**src/rtl/core/bcc_pkg.sv**
```systemverilog
// Types, register codes and reset values for the button click classifier.
`default_nettype none
package bcc_pkg;

  localparam int unsigned TicksW   = 16;
  localparam int unsigned CfgIdxW  = 3;
  localparam int unsigned CfgDataW = 16;

  localparam logic [TicksW-1:0] DebounceRst  = 16'd5;
  localparam logic [TicksW-1:0] ClickGapRst  = 16'd40;
  localparam logic [TicksW-1:0] LongPressRst = 16'd100;
  localparam logic [TicksW-1:0] FreeCountRst = 16'd50;

  typedef enum logic [CfgIdxW-1:0] {
    REG_DEBOUNCE   = 3'd0,
    REG_CLICK_GAP  = 3'd1,
    REG_LONG_PRESS = 3'd2,
    REG_FREE_COUNT = 3'd3,
    REG_INVERT     = 3'd4
  } cfg_idx_e;

  typedef enum logic [3:0] {
    PH_IDLE       = 4'd0,
    PH_DEBOUNCE   = 4'd1,
    PH_PRESSED    = 4'd2,
    PH_CLICK_UP   = 4'd3,
    PH_CLICK_IDLE = 4'd4,
    PH_SINGLE     = 4'd5,
    PH_DBL_DEB    = 4'd6,
    PH_DOUBLE     = 4'd7,
    PH_TRI_IDLE   = 4'd8,
    PH_TRI_DEB    = 4'd9,
    PH_TRIPLE     = 4'd10,
    PH_LONG       = 4'd11,
    PH_OTHER_UP   = 4'd12
  } phase_e;

  typedef struct packed {
    logic [TicksW-1:0] debounce_ticks;
    logic [TicksW-1:0] click_gap_ticks;
    logic [TicksW-1:0] long_press_ticks;
    logic [TicksW-1:0] free_count;
    logic              invert_input;
  } cfg_t;

  typedef struct packed {
    logic              pin_level;
    logic [TicksW-1:0] now_ticks;
  } in_req_t;

  typedef struct packed {
    logic       single_click_event;
    logic       double_click_event;
    logic       triple_click_event;
    logic       long_click_event;
    logic       release_event;
    logic       button_free;
    logic [3:0] click_phase;
  } out_res_t;

  typedef struct packed {
    phase_e            phase;
    logic [TicksW-1:0] last_change;
    logic [TicksW-1:0] countdown;
    out_res_t          res;
  } upd_t;

endpackage
`default_nettype wire

```
**src/rtl/core/bcc_fsm.sv**
```systemverilog
// Next-state, timing and event logic of the click classifier for one request.
`default_nettype none
module bcc_fsm (
  input  bcc_pkg::cfg_t                  cfg_i,
  input  bcc_pkg::phase_e                phase_i,
  input  logic [bcc_pkg::TicksW-1:0]     last_change_i,
  input  logic [bcc_pkg::TicksW-1:0]     countdown_i,
  input  bcc_pkg::in_req_t               req_i,
  output bcc_pkg::upd_t                  upd_o
);
  import bcc_pkg::*;

  logic              pressed;
  logic [TicksW-1:0] diff;
  phase_e            nxt;
  logic              ev_single, ev_double, ev_triple, ev_long, ev_release;
  logic [TicksW-1:0] countdown_d;
  logic [TicksW-1:0] last_change_d;

  assign pressed = req_i.pin_level ^ cfg_i.invert_input;
  assign diff    = req_i.now_ticks - last_change_i;

  always_comb begin
    nxt           = phase_i;
    ev_single     = 1'b0;
    ev_double     = 1'b0;
    ev_triple     = 1'b0;
    ev_long       = 1'b0;
    ev_release    = 1'b0;
    countdown_d   = countdown_i;
    last_change_d = last_change_i;
    if (!pressed && phase_i == PH_IDLE) begin
      if (countdown_i != '0) begin
        countdown_d = countdown_i - 1'b1;
      end
    end else begin
      unique case (phase_i)
        PH_IDLE: nxt = PH_DEBOUNCE;
        PH_DEBOUNCE: begin
          if (!pressed) nxt = PH_IDLE;
          else if (diff > cfg_i.debounce_ticks) nxt = PH_PRESSED;
        end
        PH_PRESSED: begin
          if (!pressed) begin
            nxt = PH_CLICK_UP;
          end else if (diff > cfg_i.long_press_ticks) begin
            nxt     = PH_LONG;
            ev_long = 1'b1;
          end
        end
        PH_CLICK_UP: nxt = PH_CLICK_IDLE;
        PH_CLICK_IDLE: begin
          if (pressed) begin
            nxt = PH_DBL_DEB;
          end else if (diff >= cfg_i.click_gap_ticks) begin
            nxt       = PH_SINGLE;
            ev_single = 1'b1;
          end
        end
        PH_SINGLE: nxt = PH_IDLE;
        PH_DBL_DEB: begin
          if (!pressed) nxt = PH_CLICK_UP;
          else if (diff >= cfg_i.debounce_ticks) nxt = PH_DOUBLE;
        end
        PH_DOUBLE: begin
          if (!pressed) nxt = PH_TRI_IDLE;
        end
        PH_TRI_IDLE: begin
          if (pressed) begin
            nxt = PH_TRI_DEB;
          end else if (diff >= cfg_i.click_gap_ticks) begin
            nxt       = PH_IDLE;
            ev_double = 1'b1;
          end
        end
        PH_TRI_DEB: begin
          if (!pressed) begin
            nxt       = PH_IDLE;
            ev_double = 1'b1;
          end else if (diff > cfg_i.debounce_ticks) begin
            nxt       = PH_TRIPLE;
            ev_triple = 1'b1;
          end
        end
        PH_TRIPLE, PH_LONG: begin
          if (!pressed) begin
            nxt        = PH_OTHER_UP;
            ev_release = 1'b1;
          end
        end
        PH_OTHER_UP: nxt = PH_IDLE;
        default: nxt = phase_i;
      endcase
      if (nxt != phase_i) begin
        last_change_d = req_i.now_ticks;
        if (nxt == PH_IDLE) begin
          countdown_d = cfg_i.free_count;
        end
      end
    end
  end

  always_comb begin
    upd_o                        = '0;
    upd_o.phase                  = nxt;
    upd_o.last_change            = last_change_d;
    upd_o.countdown              = countdown_d;
    upd_o.res.single_click_event = ev_single;
    upd_o.res.double_click_event = ev_double;
    upd_o.res.triple_click_event = ev_triple;
    upd_o.res.long_click_event   = ev_long;
    upd_o.res.release_event      = ev_release;
    upd_o.res.button_free        = (nxt == PH_IDLE) && (countdown_d == '0);
    upd_o.res.click_phase        = nxt;
  end

endmodule
`default_nettype wire

```
**src/rtl/core/button_click_classifier.sv**
```systemverilog
// Top level of the button click classifier: registers, result queue and config port.
//
//   channel | direction | handshake            | payload
//   --------+-----------+----------------------+-------------------------------
//   in      | input     | in_valid_i/in_stall_o | in_req_i (pin level, ticks)
//   out     | output    | out_valid_o/out_stall_i | out_res_o (events, phase)
//   cfg     | input     | cfg_valid_i/cfg_ready_o | cfg_index_i, cfg_wdata_i
//
// One request per cycle while in_stall_o is low; results enter the output queue.
// The classifier state updates in the accepting cycle, so back-to-back requests chain.
// A two-entry output queue (result register plus skid) absorbs a stalled result;
// in_stall_o rises only once the skid entry holds a result.
// Active-low async reset restores state and config and invalidates both queue entries.
`default_nettype none
module button_click_classifier (
  input  logic                            clk_i,
  input  logic                            rst_ni,
  input  logic                            in_valid_i,
  output logic                            in_stall_o,
  input  bcc_pkg::in_req_t                in_req_i,
  output logic                            out_valid_o,
  input  logic                            out_stall_i,
  output bcc_pkg::out_res_t               out_res_o,
  input  logic                            cfg_valid_i,
  output logic                            cfg_ready_o,
  input  logic [bcc_pkg::CfgIdxW-1:0]     cfg_index_i,
  input  logic [bcc_pkg::CfgDataW-1:0]    cfg_wdata_i
);
  import bcc_pkg::*;

  cfg_t              cfg_q;
  phase_e            phase_q;
  logic [TicksW-1:0] last_change_q;
  logic [TicksW-1:0] countdown_q;
  upd_t              upd;
  logic              in_fire;
  logic              out_fire;
  logic              out_valid_q, skid_valid_q;
  out_res_t          out_res_q, skid_res_q;

  assign cfg_ready_o = 1'b1;
  assign in_stall_o  = skid_valid_q;
  assign in_fire     = in_valid_i && !skid_valid_q;
  assign out_fire    = out_valid_q && !out_stall_i;
  assign out_valid_o = out_valid_q;
  assign out_res_o   = out_res_q;

  always_ff @(posedge clk_i or negedge rst_ni) begin
    if (!rst_ni) begin
      cfg_q.debounce_ticks   <= DebounceRst;
      cfg_q.click_gap_ticks  <= ClickGapRst;
      cfg_q.long_press_ticks <= LongPressRst;
      cfg_q.free_count       <= FreeCountRst;
      cfg_q.invert_input     <= 1'b0;
    end else if (cfg_valid_i && cfg_ready_o) begin
      unique case (cfg_idx_e'(cfg_index_i))
        REG_DEBOUNCE:   cfg_q.debounce_ticks   <= cfg_wdata_i;
        REG_CLICK_GAP:  cfg_q.click_gap_ticks  <= cfg_wdata_i;
        REG_LONG_PRESS: cfg_q.long_press_ticks <= cfg_wdata_i;
        REG_FREE_COUNT: cfg_q.free_count       <= cfg_wdata_i;
        REG_INVERT:     cfg_q.invert_input     <= cfg_wdata_i[0];
        default: ;
      endcase
    end
  end

  bcc_fsm u_fsm (
    .cfg_i         (cfg_q),
    .phase_i       (phase_q),
    .last_change_i (last_change_q),
    .countdown_i   (countdown_q),
    .req_i         (in_req_i),
    .upd_o         (upd)
  );

  always_ff @(posedge clk_i or negedge rst_ni) begin
    if (!rst_ni) begin
      phase_q       <= PH_IDLE;
      last_change_q <= '0;
      countdown_q   <= FreeCountRst;
    end else if (in_fire) begin
      phase_q       <= upd.phase;
      last_change_q <= upd.last_change;
      countdown_q   <= upd.countdown;
    end
  end

  always_ff @(posedge clk_i or negedge rst_ni) begin
    if (!rst_ni) begin
      out_valid_q  <= 1'b0;
      skid_valid_q <= 1'b0;
    end else if (!out_valid_q || out_fire) begin
      if (skid_valid_q) begin
        out_valid_q  <= 1'b1;
        skid_valid_q <= 1'b0;
      end else begin
        out_valid_q <= in_fire;
      end
    end else if (in_fire) begin
      skid_valid_q <= 1'b1;
    end
  end

  always_ff @(posedge clk_i) begin
    if (!out_valid_q || out_fire) begin
      out_res_q <= skid_valid_q ? skid_res_q : upd.res;
    end else if (in_fire) begin
      skid_res_q <= upd.res;
    end
  end

endmodule
`default_nettype wire

```
**config.mk**
```make
export PLATFORM = sky130hd
export DESIGN_NAME = button_click_classifier
export DESIGN_NICKNAME = d
export VERILOG_FILES = /design/src/rtl/core/bcc_pkg.sv /design/src/rtl/core/bcc_fsm.sv /design/src/rtl/core/button_click_classifier.sv
export SDC_FILE = /design/constraint.sdc
export NUM_CORES = 1
export LEC_CHECK = 0
export BUFFER_PORTS_ARGS = -buffer_cell sky130_fd_sc_hd__buf_2
export CAP_MARGIN = 20
export CORE_UTILIZATION = 55
export DETAILED_ROUTE_END_ITERATION = 12
export PLACE_DENSITY_LB_ADDON = 0.25
export SLEW_MARGIN = 20
export SYNTH_ARGS = -nofsm -noshare
export SYNTH_HDL_FRONTEND = slang
export SYNTH_SLANG_ARGS = --single-unit
```
**constraint.sdc**
```tcl
create_clock -name clk_i -period 11.1 [get_ports clk_i]
set_input_delay 1.665 -clock clk_i [delete_from_list [all_inputs] [get_ports clk_i]]
set_output_delay 1.665 -clock clk_i [all_outputs]
set_load 0.03 [all_outputs]
```
==> impl_metrics.py <==
metrics = {
    "worst_setup_path": {
        "rr_startpoint": "last_change_q[0]$_DFFE_PN0P_",
        "path_class": "input pin to flip-flop",
        "regToRegSetupSlack_ps": 4430,
        "timing.rr.end": "last_change_q[15]$_DFFE_PN0P_",
        "startpoint_type": "input pin",
        "crit_fanout": 30,
        "critPathRequiredTime_ps": 11400,
        "worst_path_most_repeated_cell": "sky130_fd_sc_hd__o21ai_0",
        "crit_path_end_kind": "flip-flop",
        "critical-path-max-stage-delay_ps": 820,
        "critPathSlowestCell": "sky130_fd_sc_hd__and3_1",
        "arrival_ps": 7970,
        "worst-r2r-cell-count": 24,
    },
    "floorplanning": {
        "dieWidth_um": 119,
        "floorplan.core_area_um2": 13300,
        "dieHeight_um": 119,
        "io_pins": 54,
        "full_die_area_um2": 14200,
        "initial_core_util": 0.566,
        "placement_rows": 42,
    },
    "finish": {
        "num_antenna_cells": 0,
        "mostFrequentLayoutCells": "sky130_fd_sc_hd__nand2_1, sky130_fd_sc_hd__o21ai_0, sky130_fd_sc_hd__dfrtp_1, sky130_fd_sc_hd__inv_1, sky130_fd_sc_hd__ha_1",
        "fillerInstances": 1134,
        "postLayoutCellArea_um2": 8520,
        "final_common_cell": "sky130_fd_sc_hd__nand2_1",
        "finish.net_count": 978,
        "drive_gt1_frac": 0.166,
        "post_synthesis_to_final_layout_area_growth_pct": 13.1,
    },
    "sta": {
        "finClkSkew_ps": 8.16,
        "worst-slew-pin-transition_ps": 971,
        "tns_ps": 0,
        "tightest_slew_margin_relative_to_the_limit": 0.353,
        "fin_crit_sh": 0.691,
        "rsz_0062_raised_after_global_routing": "false",
        "timing.final.crit_period_ps": 7670,
        "timing.final.max_slew_violations": 0,
        "hold_violations": 0,
        "final-setup-viol-count": 0,
        "max_freq_mhz": 130,
    },
    "route": {
        "detailroute.via_count": 6134,
        "wl_per_cell_um": 17.7,
        "route.final.wire_length_mm": 18.7,
        "drcViolationCount": 0,
        "first_iter_violations": 442,
        "first_pass_drt_iterations": 6,
        "vias_per_cell": 5.79,
        "final_antenna_net_count": 0,
    },
    "cts": {
        "cts_buffer_depth": 2,
        "cts_sinks": 123,
        "clk_latency_ps": 420,
        "cts_setup_buffers": 0,
        "cts_hold_repair.buffers": 0,
        "cts_resized": 0,
        "htreeDepth": 4,
        "total_clock_buffers_created_by_cts": 17,
        "tritoncts_clock_tree": "built",
        "clock_root_buffer": "sky130_fd_sc_hd__clkbuf_16",
        "worst_setup_hold_path_clk_slew_ps": 50,
    },
    "global_route": {
        "grt_first_pass_wirelength_mm": 31.3,
        "grt.met2_usage": 0.485,
        "grt_antenna_before_repair": 0,
        "busiest_layer": "met2",
        "grt_max_degree": 83,
        "overflow": 0,
        "via_count_of_the_first_global_routing_pass": 6188,
        "use_met3": 0.0469,
        "globalRouteTotalUtil": 0.284,
        "use_met1": 0.358,
    },
    "yosys": {
        "synth_area_per_cell_um2": 9.10,
        "netlist_top_cells_area": "sky130_fd_sc_hd__dfrtp_1, sky130_fd_sc_hd__ha_1, sky130_fd_sc_hd__edfxtp_1",
        "synth.top_cell.area_share": 0.299,
        "number_of_flops_mapped_to_enable_cells_by_yosys": 20,
        "netlist.top_cell.by_area": "sky130_fd_sc_hd__dfrtp_1",
        "synth.yosys.seq_area_share": 0.424,
        "yosys_warnings": 0,
        "top_ff_cell_synth": "sky130_fd_sc_hd__dfrtp_1",
        "flop_and_latch_count_out_of_synthesis": 123,
        "postSynthCellCount": 828,
        "netlist-cell-type-count": 66,
        "synthesis.nets": 935,
        "synthesized_cell_area_um2": 7530,
        "asyncSetResetFlopFracSynth": 0.837,
    },
    "pwr": {
        "share_clk_of_total_power": 0.195,
        "power.share.combinational": 0.543,
        "powerDensity_nw_per_um2": 321,
        "switching_share": 0.443,
        "power_leakage_nw": 3.82,
        "seq_power_share": 0.262,
        "power.switching_mw": 1.21,
        "peakVddDrop_uv": 168,
        "intPower_mw": 1.52,
    },
    "hold_path": {
        "hold_start": "countdown_q[4]$_DFFE_PN1P_",
        "min_to": "countdown_q[4]$_DFFE_PN1P_",
        "holdPathStages": 2,
        "hp-class": "flip-flop to flip-flop",
    },
    "placement": {
        "placedInstanceArea_um2": 7950,
        "globalplace.congestion": 0.894,
        "hpwl_mm": 13.8,
        "io_buffers": 52,
    },
    "flow_run": {
        "maxCapViolCount": 0,
    },
    "outcome": {
        "outcome": "complete, no violations",
    },
}
-- cells in the mapped netlist (all sizes together) (7+ instances only) --
cell type  count
nor2          44
nor4           7
and3           9
clkbuf        30
ha            65
inv           85
xnor2         14
dfrtp         90
o21ai        102
nand4         11
edfxtp        20
a21oi         47
dfstp         13
nand2        113
nand3         14
or3            8
nor3          15
mux2          30
-- registers in the layout (all words and copies together) (netlist names) --
| register | count |
|---|---|
| phase_q | 4 |
| countdown_q | 16 |
| cfg_q | 65 |
| out_res_o | 10 |
| in_stall_o | 1 |
| last_change_q | 16 |
| skid_res_q | 10 |
| out_valid_o | 1 |
-- cell families (layout without fill, tap and decap cells) --
| group | Yosys count | count (layout) | share of synthesized area |
|---|---|---|---|
| compound gates | 216 | 216 | 0.177 |
| xor+xnor | 17 | 17 | 0.0198 |
| buf+inv | 119 | 175 | 0.0620 |
| mux | 31 | 31 | 0.0462 |
| fa+ha+maj | 66 | 66 | 0.111 |
| flops | 123 | 123 | 0.424 |
| other cells | 1 | 1 | 0.000498 |
| simple gates | 255 | 255 | 0.160 |
-- through the flow --
step           power [mW]  worst slack [ps]  instances  hold slack, ps   util
6_report             2.74              3430       1060             505  0.641
3_3_place_gp         2.14              3440       1028             495  0.598
3_5_place_dp         2.18              3230       1028             500  0.598
4_1_cts              2.74              3550       1060             506  0.641
2_1_floorplan        1.82              4130        828             471      -
5_1_grt              2.97              2970       1060             530  0.641
-- worst max path at each step --
stage          cells after the start         from                       endpoint
6_report                          26  in_req_i[0]  last_change_q[15]$_DFFE_PN0P_
5_1_grt                           26  in_req_i[0]  last_change_q[15]$_DFFE_PN0P_
4_1_cts                           26  in_req_i[0]  last_change_q[15]$_DFFE_PN0P_
3_5_place_dp                      26  in_req_i[0]  last_change_q[15]$_DFFE_PN0P_
3_3_place_gp                      27  in_req_i[0]        skid_res_q[4]$_DFFE_PP_
2_1_floorplan                     28  in_req_i[0]        skid_res_q[4]$_DFFE_PP_
-- layout make-up --
type	instances	area [um2]	share of cell area
Multi-Input combinational cell	586	3910	0.458
Clock buffer	26	510	0.0599
Sequential cell	123	3190	0.375
Timing Repair Buffer	58	312	0.0366
Clock inverter	6	58.8	0.00690
Inverter	85	319	0.0374
Tap cell	176	220	0.0258
-- layer usage --
| metal | routed length, um | vias to the layer above |
|---|---|---|
| li1 | - | 2998 |
| met1 | 8140 | 2913 |
| met2 | 9290 | 185 |
| met3 | 820 | 38 |
| met4 | 463 | 0 |
| met5 | 0 | - |
-- critical path, delay by kind of cell --
family	cells	cell delay, ps
AOI/OAI and AO/OA	12	2290
muxes	2	650
buffers and inverters	2	130
and+or+nand+nor	6	2000
xor gates and xnor gates	1	300
adders and majority gates	3	920
-- power groups by stage --
stage                     clock network [mW]  registers, mW  logic (mW)
final                                  0.534          0.718        1.49
after global routing                   0.562          0.736        1.67
after CTS                              0.542          0.716        1.48
after detailed placement                   0          0.721        1.46
after global placement                     0          0.719        1.42
after floorplan                            0          0.694        1.12
Note: power is estimated with default switching activity, not from simulation.
